===== config.mk =====
export PLATFORM = sky130hd
export DESIGN_NAME = spc_div
export DESIGN_NICKNAME = d
export VERILOG_FILES = /design/src/design/spc_div.sv
export SDC_FILE = /design/constraint.sdc
export NUM_CORES = 1
export LEC_CHECK = 0
export BUFFER_PORTS_ARGS = -buffer_cell sky130_fd_sc_hd__clkbuf_2
export CAP_MARGIN = 20
export CORE_ASPECT_RATIO = 1.75
export CORE_MARGIN = 3
export CORE_UTILIZATION = 50
export CTS_BUF_LIST = sky130_fd_sc_hd__clkbuf_2 sky130_fd_sc_hd__clkbuf_4 sky130_fd_sc_hd__clkbuf_8
export CTS_CLUSTER_DIAMETER = 60
export DETAILED_ROUTE_END_ITERATION = 12
export PLACE_DENSITY = 0.71
export SLEW_MARGIN = 20
export SYNTH_ARGS = -nofsm -noshare
export SYNTH_HDL_FRONTEND = slang
export SYNTH_SLANG_ARGS = --single-unit

===== constraint.sdc =====
create_clock -name clk_i -period 3.9 [get_ports clk_i]
set_clock_uncertainty 0.2 [all_clocks]
set_input_delay 0.585 -clock clk_i [delete_from_list [all_inputs] [get_ports clk_i]]
set_output_delay 0.585 -clock clk_i [all_outputs]
set_load 0.005 [all_outputs]

===== src/design/spc_div.sv =====
module spc_div #(
  parameter int unsigned NW = 8,
  parameter int unsigned DW = 8,
  parameter int unsigned QB = 16
) (
  input  logic                 clk_i,
  input  logic                 ce_i,
  input  logic signed [NW-1:0] num_i,
  input  logic signed [DW-1:0] den_i,
  output logic [QB:0]          q_o
);

  // clamp(num/den, 0, 1), truncated to QB fraction bits, one bit per stage
  localparam int unsigned MW = (NW > DW) ? NW : DW;

  logic          zero_d;
  logic          one_d;
  logic [DW-1:0] r_q   [QB+1];
  logic [DW-1:0] den_q [QB+1];
  logic [QB-1:0] qt_q  [QB+1];
  logic          zero_q [QB+1];
  logic          one_q  [QB+1];

  assign zero_d = num_i[NW-1] || (num_i == '0) || den_i[DW-1] || (den_i == '0);
  assign one_d  = !zero_d && (MW'(num_i) >= MW'(den_i));

  // entry stage: range checks
  always_ff @(posedge clk_i) begin
    if (ce_i) begin
      r_q[0]    <= DW'(num_i);
      den_q[0]  <= den_i;
      qt_q[0]   <= '0;
      zero_q[0] <= zero_d;
      one_q[0]  <= one_d;
    end
  end

  // restoring steps; remainder stays below den
  for (genvar k = 1; k <= QB; k++) begin : g_stage
    logic [DW:0] r2;
    logic [DW:0] dx;
    logic        ge;

    assign r2 = {r_q[k-1], 1'b0};
    assign dx = {1'b0, den_q[k-1]};
    assign ge = r2 >= dx;

    always_ff @(posedge clk_i) begin
      if (ce_i) begin
        r_q[k]    <= ge ? DW'(r2 - dx) : DW'(r2);
        den_q[k]  <= den_q[k-1];
        qt_q[k]   <= {qt_q[k-1][QB-2:0], ge};
        zero_q[k] <= zero_q[k-1];
        one_q[k]  <= one_q[k-1];
      end
    end
  end

  always_comb begin
    if (zero_q[QB]) begin
      q_o = '0;
    end else if (one_q[QB]) begin
      q_o = {1'b1, {QB{1'b0}}};
    end else begin
      q_o = {1'b0, qt_q[QB]};
    end
  end

endmodule


==> metrics.txt <==
Setup violations, final 0; gpl congestion 0.833; worst skew pair latency 660 ps; WS Path Type flip-flop to output pin; initial antenna violation count 1; Syn Nets 1657; # rows 97; RSZ-0062 raised after global routing false; Worst Hold Class flip-flop to flip-flop; count of buffers from port buffering 34; Leak 9.03 nW; largest net degree at the start of global routing 104; maximum clock rate 367 MHz; most common cell after layout, fill and taps aside edfxtp_1; Setup Buffers After CTS 0; Worst R2R Path Depth 5; Fin. Hold Viols 0; Total GRT Usage 17.3%; relative slew slack 54.7%; cts bufs inserted 59; number of max-cap violations 0; die width 159 um; status finished clean; overall routed net length 37800 um; Setup Slack @ Placement 1230 ps; Die ar. 43500 sq um; hold-fix buffers at CTS 16; Initial Util 50.9%; drt drc 0; vias per cell 5.43; DP Area 21400 sq um; Cells after Synth 1489; clk root buf clkbuf_8; remaining antenna violation count 0; Layout Area Growth over Synthesis 11.1%; synth warn 0; Worst EP arrival 1940 ps; ys async rst share 0%; post-route minimum period 2720 ps; CTS tree done; DR pass1 iterations 5; Worst setup SP type flip-flop; Vias 11900; WL/cell 17.3 um; final worst slack 1180 ps; post-route insts no fill 2190; Synth Flop Type edfxtp_1; Total Power 15.3 mW; crit end category output pin; H-Tree Depth 2; Slew @ Worst Pin 678 ps; Core Region 40200 sq um; post-layout util 56.6%; met1 wire length 13000 um; die height 274 um; worst hold slack 187 ps; Post-CTS Resized 0; uppermost routed layer met4; fin. max-slew vios 0; fin area 22700 sq um; Initial DRC Count 567; # clock sinks 426; DP HPWL 27000 um; Final nets 1762; grt ovf 0; fin crit share 69.8%; I/O pins 35; Synth cell types 73; layout cells sized above 1 12.5%; first-pass GRT wire length 60400 um; Setup TNS 0 ps; met3 WL post-DR 1010 um; Hold Crit Depth 0; Syn Area/Cell 13.7 sq um; clock buffer depth 3; Fillers 3207; Synth Register Bits 426; pwr/cell area 671 nW/um^2; Placed Cells 2061; worst path required time 3120 ps; Seq/Total Area, Yosys 62.5%; CTS clk-pin slew, worst paths 70 ps; most frequent cells in the layout 426 x edfxtp_1, 170 x inv_1, 135 x ha_1; critical path fanouts, max 16; vias in the first global route 12500; Synth Cell Area 20500 sq um; Peak supply drop 0.000338 V; met2 wire length 21300 um; Post-synth EDFFs 426
synthesized netlist by cell type, types with 29 or more instances:
| cell type | n | area (sq um) |
|---|---|---|
| inv_1 | 170 | 638 |
| a21oi_1 | 69 | 345 |
| o21ai_0 | 53 | 265 |
| nor2b_1 | 33 | 206 |
| a21o_1 | 31 | 233 |
| mux2_2 | 39 | 439 |
| ha_1 | 135 | 1690 |
| nand2_1 | 44 | 165 |
| nor2_1 | 88 | 330 |
| and2_1 | 29 | 181 |
| o21a_1 | 30 | 225 |
| edfxtp_1 | 426 | 12800 |
| xnor2_1 | 30 | 263 |
worst max-delay path, cell delays in order (launching register included):
cell and delay, ps:
edfxtp_1 390, nor2_1 550, and2_1 220, clkbuf_2 120
final timing paths:
check / from / end / slack [ps]
worst max-delay path: zero_q[8][0]$_DFFE_PP_ / q_o[4] / 1180
worst min-delay path: qt_q[0][81]$_DFFE_PP_ / qt_q[0][98]$_DFFE_PP_ / 190
worst max register to register: r_q[0][74]$_DFFE_PP_ / r_q[0][83]$_DFFE_PP_ / 1240
worst min register to register: qt_q[0][81]$_DFFE_PP_ / qt_q[0][98]$_DFFE_PP_ / 190
state kept, by name, indices dropped and copies added, names as in the netlist:
register  flops
qt_q        136
den_q       128
r_q         128
one_q        17
zero_q       17
cell type report:
| cell class | instances | area (sq um) | share of cell area (%) |
|---|---|---|---|
| diodes | 1 | 2.50 | 0.0110 |
| multi-input cells | 881 | 6980 | 30.7 |
| clock inverters | 38 | 288 | 1.27 |
| inverters | 171 | 642 | 2.82 |
| flip-flops and latches | 426 | 12800 | 56.3 |
| clock buffers | 74 | 925 | 4.07 |
| repair buffers | 55 | 428 | 1.88 |
| well taps | 544 | 681 | 2.99 |
report_power, final:
part	switching, mW	total, mW	leakage, nW	internal [mW]
clock	1.71	3.50	0.650	1.80
sequential	0.488	6.73	4.15	6.24
combinational	2.70	5.03	4.23	2.33
cell families (layout without fill, tap and decap cells):
logic type      count (synthesis)  in the layout  synth area share, %
flops                         426            426                 62.5
xor+xnor                       44             44                 1.88
compound gates                297            297                 10.2
buf+inv                       182            338                 3.35
mux                            73             73                 4.12
simple gates                  317            317                 8.16
fa+ha+maj                     150            150                 9.72
other cells                     0              1                    0
layer usage:
layer,GRT usage (%),up-vias
li1,-,5776
met1,15.9,5754
met2,34.8,232
met3,2.39,135
met4,11.2,0
met5,0,-
(Power assumes the default switching activity.)
