## src/design/spc_pkg.sv

```systemverilog
package spc_pkg;

  // APB register file
  localparam int unsigned CFG_AW = 3;
  localparam int unsigned CFG_DW = 32;

  // register select decoded from paddr[CFG_AW-1]
  localparam logic REG_EPS = 1'b0;

  localparam logic [CFG_DW-1:0] EPS_RESET = 32'd1;

  // chunk width of the split multipliers
  localparam int unsigned MUL_CHUNK = 24;

endpackage

```

## src/design/spc_mul.sv

```systemverilog
module spc_mul #(
  parameter int unsigned AW = 34,
  parameter int unsigned BW = 34,
  parameter int unsigned CW = spc_pkg::MUL_CHUNK
) (
  input  logic                    clk_i,
  input  logic                    ce_i,
  input  logic signed [AW-1:0]    a_i,
  input  logic signed [BW-1:0]    b_i,
  output logic signed [AW+BW-1:0] p_o
);

  localparam int unsigned NA = (AW + CW - 1) / CW;
  localparam int unsigned NB = (BW + CW - 1) / CW;
  localparam int unsigned PW = AW + BW;

  logic signed [NA*CW-1:0] a_ext;
  logic signed [NB*CW-1:0] b_ext;
  logic signed [CW:0]      ca [NA];
  logic signed [CW:0]      cb [NB];
  logic signed [2*CW+1:0]  pp_q [NA][NB];
  logic signed [PW-1:0]    row_d [NA];
  logic signed [PW-1:0]    row_q [NA];
  logic signed [PW-1:0]    sum_d;
  logic signed [PW-1:0]    p_q;

  assign a_ext = (NA*CW)'(a_i);
  assign b_ext = (NB*CW)'(b_i);

  // low chunks are unsigned, the top chunk carries the sign
  for (genvar i = 0; i < NA; i++) begin : g_ca
    if (i == NA - 1) begin : g_top
      assign ca[i] = $signed({a_ext[NA*CW-1], a_ext[i*CW +: CW]});
    end else begin : g_low
      assign ca[i] = $signed({1'b0, a_ext[i*CW +: CW]});
    end
  end

  for (genvar j = 0; j < NB; j++) begin : g_cb
    if (j == NB - 1) begin : g_top
      assign cb[j] = $signed({b_ext[NB*CW-1], b_ext[j*CW +: CW]});
    end else begin : g_low
      assign cb[j] = $signed({1'b0, b_ext[j*CW +: CW]});
    end
  end

  // stage 1: partial products
  always_ff @(posedge clk_i) begin
    if (ce_i) begin
      for (int i = 0; i < NA; i++) begin
        for (int j = 0; j < NB; j++) begin
          pp_q[i][j] <= ca[i] * cb[j];
        end
      end
    end
  end

  // stage 2: one row per chunk of a
  always_comb begin
    for (int i = 0; i < NA; i++) begin
      row_d[i] = '0;
      for (int j = 0; j < NB; j++) begin
        row_d[i] = row_d[i] + (PW'(pp_q[i][j]) <<< (j*CW));
      end
    end
  end

  always_ff @(posedge clk_i) begin
    if (ce_i) begin
      row_q <= row_d;
    end
  end

  // stage 3: rows together
  always_comb begin
    sum_d = '0;
    for (int i = 0; i < NA; i++) begin
      sum_d = sum_d + (row_q[i] <<< (i*CW));
    end
  end

  always_ff @(posedge clk_i) begin
    if (ce_i) begin
      p_q <= sum_d;
    end
  end

  assign p_o = p_q;

endmodule

```

## config.mk

```make
export PLATFORM = sky130hd
export DESIGN_NAME = spc_mul
export DESIGN_NICKNAME = d
export VERILOG_FILES = /design/src/design/spc_pkg.sv /design/src/design/spc_mul.sv
export SDC_FILE = /design/constraint.sdc
export NUM_CORES = 2
export LEC_CHECK = 0
export BUFFER_PORTS_ARGS = -buffer_cell sky130_fd_sc_hd__buf_2
export CORE_MARGIN = 1.5
export CORE_UTILIZATION = 55
export DETAILED_ROUTE_END_ITERATION = 12
export GPL_TIMING_DRIVEN = 0
export PLACE_DENSITY = 0.78
export REMOVE_ABC_BUFFERS = 1
export SLEW_MARGIN = 25
export SYNTH_ARGS = -nofsm -noshare
export SYNTH_HDL_FRONTEND = slang
export SYNTH_SLANG_ARGS = --single-unit
```

## constraint.sdc

```tcl
create_clock -name clk_i -period 16 [get_ports clk_i]
set_input_delay 0 -clock clk_i [delete_from_list [all_inputs] [get_ports clk_i]]
set_output_delay 0 -clock clk_i [all_outputs]
set_load 0.01 [all_outputs]
```

==> summary.md <==
| Metric | Value |
|---|---|
| Required time worst endpoint | `16,340 ps` |
| Count of antenna-violating nets left after detailed routing | `0` |
| Min-Delay Path Class | `primary input to register` |
| Aggregate global routing overflow | `0` |
| Slowest Stage Delay on Critical Path | `~690 ps` |
| Clock tree from TritonCTS | `built` |
| Number of different library cells in the post-synthesis netlist | `between 70 and 80` |
| Total routed wirelength | `~110,000 µm` |
| Multiplexer share of the synthesized area | `0` |
| Multi-input logic area | `around 38,000 µm²` |
| Simple logic cell fraction of the synthesized area | `0.1472` |
| HPWL Detailed | `about 87,000 µm` |
| Element type at the critical path start | `primary input` |
| Fmax | `between 100 and 150 MHz` |
| Final core area utilization | `0.5832` |
| Post-synthesis cell type with the largest combined area | `sky130_fd_sc_hd__fa_1` |
| Total number of vias | `roughly 36,000` |
| Number of global-route vias before repair | `between 30,000 and 40,000` |
| Arrival @ worst endpoint | `8300 ps` |
| Leading cell type in the layout, fill and taps excluded | `sky130_fd_sc_hd__inv_1` |
| Vias per Instance | `5.524` |
| H-tree depth | `2` |
| Wirelength per Cell | `around 18 µm` |
| Chip height | `approximately 310 µm` |
| Fraction of post-synthesis cell area in the top cell type by area | `0.3571` |
| Flip-flop and latch count after synthesis | `~320` |
| Worst relative slew slack | `0.3623` |
| RSZ-0062 raised after global routing | `no` |
| Synthesized netlist cell count | `5,217` |
| Number of cell rows | `~110` |
| Clock slew at reported path FFs | `60 ps` |
| Routability congestion estimate | `0.8660` |
| Final Instance Count excl. Fillers | `approximately 6,400` |
| Area growth from synthesis to layout | `5.014%` |
| Maximum fanout along the worst path | `34` |
| Share of synthesized flip-flops with an asynchronous set or reset | `0` |
| Final critical-path share of the clock period | `0.4975` |
| Total area of sequential cells | `between 9000 and 10,000 µm²` |
| Fraction of layout instances using a drive strength above 1 | `0.04314` |
| Highest-count cells in the layout ignoring fill and taps | `sky130_fd_sc_hd__inv_1 (990), sky130_fd_sc_hd__fa_1 (926), sky130_fd_sc_hd__nand2_1 (621)` |
| Number of inserted filler cells in the final layout | `around 7,700` |
| Proportion of synthesized chip area in sequential cells | `0.1840` |
| Synthesized area per cell | `9.949 µm²` |
| Setup Crit Path Kind | `primary input to register` |
| Synth Area in Compound Gates | `0.06781` |
| Total DRC errors in the routed layout | `0` |
| Clock insertion delay at the later pin of the skew report | `around 550 ps` |
| Clock tree root driver cell | `sky130_fd_sc_hd__clkbuf_16` |
| Fin Setup TNS | `0 ps` |
| Setup skew after layout | `23.11 ps` |
| Number of placed instances with taps included | `6,383` |
| Die boundary width | `approximately 310 µm` |
| Xor and xnor fraction of the mapped netlist area | `0.03560` |
| Worst slew pin tran | `956.5 ps` |
| Count of pins over their slew limit | `0` |
| Clock buffer count from CTS | `34` |
| IO buf count | `137` |
| Outcome | `finished clean` |
| Global-route wire length before repair | `about 190,000 µm` |
| Count of buffers added by post-CTS timing repair for setup | `0` |
| Final Hold Fails | `0` |
| Synthesized cell area | `between 50,000 and 60,000 µm²` |
| Total GRT Usage | `0.2480` |
| Net count, final | `6,659` |
| I/O pins | `138` |
| Number of warnings issued by yosys | `0` |
| Adder-cell area share of the yosys netlist | `0.4770` |
| Initial DRC Count | `between 2,000 and 2,500` |
| Clock tree buffer depth | `3` |
| Number of synthesized flops with an enable pin | `~320` |
| Number of clock sinks | `roughly 320` |
| Critical Path Slowest Stage Cell | `sky130_fd_sc_hd__buf_2` |
| Area of the core | `93,470 µm²` |
| Pin count of the biggest net entering global routing | `around 110` |
| Minimum period implied by the final worst setup slack | `slightly below 8000 ps` |
| # Max-Cap Violations | `0` |
| Synth top area cells | `sky130_fd_sc_hd__fa_1 (36%), sky130_fd_sc_hd__edfxtp_1 (18%), sky130_fd_sc_hd__ha_1 (12%)` |
| Largest family of logic cells by synthesized area | `adder cells` |
| Initial antenna violation count | `3` |
| Prevailing post-synth register cell | `sky130_fd_sc_hd__edfxtp_1` |
| Total of endpoints with negative setup slack in the final report | `0` |
| Count of TritonRoute iterations in the first routing pass | `6` |
| Overall die area | `96,220 µm²` |
| Element type at the critical path end | `register` |
| Effective utilization at floorplan | `0.5553` |
metal layers:
layer / vias up / wire length [µm] / share of wire / GRT usage
met5: - / 0 / 0 / 0
met4: 0 / 2740 / 0.024 / 0.06512
met3: 214 / 8675 / 0.076 / 0.03467
met2: 1259 / 54720 / 0.48 / 0.4196
met1: 18060 / 48560 / 0.42 / 0.3364
li1: 16080 / - / - / -
synth_stat cells (4+ instances only):
library cell / count
sky130_fd_sc_hd__a2111oi_0: 5
sky130_fd_sc_hd__a211o_1: 4
sky130_fd_sc_hd__a211oi_1: 20
sky130_fd_sc_hd__a21boi_0: 6
sky130_fd_sc_hd__a21o_1: 99
sky130_fd_sc_hd__a21oi_1: 169
sky130_fd_sc_hd__a221o_1: 6
sky130_fd_sc_hd__a221oi_1: 5
sky130_fd_sc_hd__a31o_2: 4
sky130_fd_sc_hd__a31oi_1: 14
sky130_fd_sc_hd__a41oi_1: 4
sky130_fd_sc_hd__and2_1: 571
sky130_fd_sc_hd__and3_1: 22
sky130_fd_sc_hd__and4_1: 4
sky130_fd_sc_hd__clkbuf_1: 223
sky130_fd_sc_hd__edfxtp_1: 318
sky130_fd_sc_hd__fa_1: 926
sky130_fd_sc_hd__ha_1: 497
sky130_fd_sc_hd__inv_1: 990
sky130_fd_sc_hd__nand2_1: 621
sky130_fd_sc_hd__nand2b_1: 80
sky130_fd_sc_hd__nand3_1: 30
sky130_fd_sc_hd__nand4_1: 10
sky130_fd_sc_hd__nor2_1: 101
sky130_fd_sc_hd__nor2b_1: 26
sky130_fd_sc_hd__nor3_1: 22
sky130_fd_sc_hd__o2111ai_1: 7
sky130_fd_sc_hd__o211ai_1: 7
sky130_fd_sc_hd__o21a_1: 35
sky130_fd_sc_hd__o21ai_0: 77
sky130_fd_sc_hd__o21bai_1: 28
sky130_fd_sc_hd__o31a_1: 5
sky130_fd_sc_hd__or2_2: 6
sky130_fd_sc_hd__or3_1: 7
sky130_fd_sc_hd__xnor2_1: 148
sky130_fd_sc_hd__xor2_1: 63
worst max-delay path: cells and delay by family:
kind | cells | cell delay, ps
adders and majority gates | 8 | 3920
AOI/OAI and AO/OA | 7 | 1870
and+or+nand+nor | 4 | 1170
buffers and inverters | 8 | 1050
xor gates and xnor gates | 1 | 270
path summary, 6_finish.rpt:
kind / from / end / slack, ps / cells after the start
setup reg to reg: pp_q[0][74]$_DFFE_PP_ / row_q[134]$_DFFE_PP_ / 12090 / 13
hold / removal: a_i[24] / pp_q[1][0]$_DFFE_PP_ / 180 / 2
hold reg to reg: row_q[80]$_DFFE_PP_ / p_o[12]$_DFFE_PP_ / 410 / 0
setup / recovery: a_i[13] / pp_q[0][94]$_DFFE_PP_ / 8040 / 28
layout make-up:
class,instances,share of cell area
Multi-Input combinational cell,3681,0.6929
Sequential cell,318,0.1752
Inverter,990,0.06818
Tap cell,1254,0.02879
Clock buffer,37,0.01582
Timing Repair Buffer,141,0.01446
Clock inverter,25,0.004614
Antenna cell,2,0.00009182
stage by stage:
| step | cell area, µm² | hold WS (ps) | worst slack (ps) |
|---|---|---|---|
| after floorplan | 51030 | 112.5 | 9521 |
| after global placement | 53290 | 400.8 | 7650 |
| after detailed placement | 53380 | 404.5 | 7611 |
| after CTS | 54500 | 150.7 | 8172 |
| after global routing | 54500 | 191.9 | 7849 |
| final | 54510 | 177.4 | 8040 |
sequential cells by signal (all words and copies together), names as in the netlist:
register and cells:
p_o 68, pp_q 138, row_q 112
cell families (layout without fill, tap and decap cells):
logic type | after synthesis | after routing
AOI/OAI and AO/OA | 531 | 531
xor gates and xnor gates | 211 | 211
adders and majority gates | 1423 | 1423
buffers and inverters | 1218 | 1193
DFF | 318 | 318
other | 0 | 2
and+or+nand+nor | 1516 | 1516
what timing repair did:
item	4_1_cts	5_1_grt
endpoints found under the hold margin	66	0
hold buffers	1	0
gates resized for setup	0	0
Power is left out: the tool's default activity adds up to more than one toggle a clock period on the data nets, which glitch-free logic cannot reach.
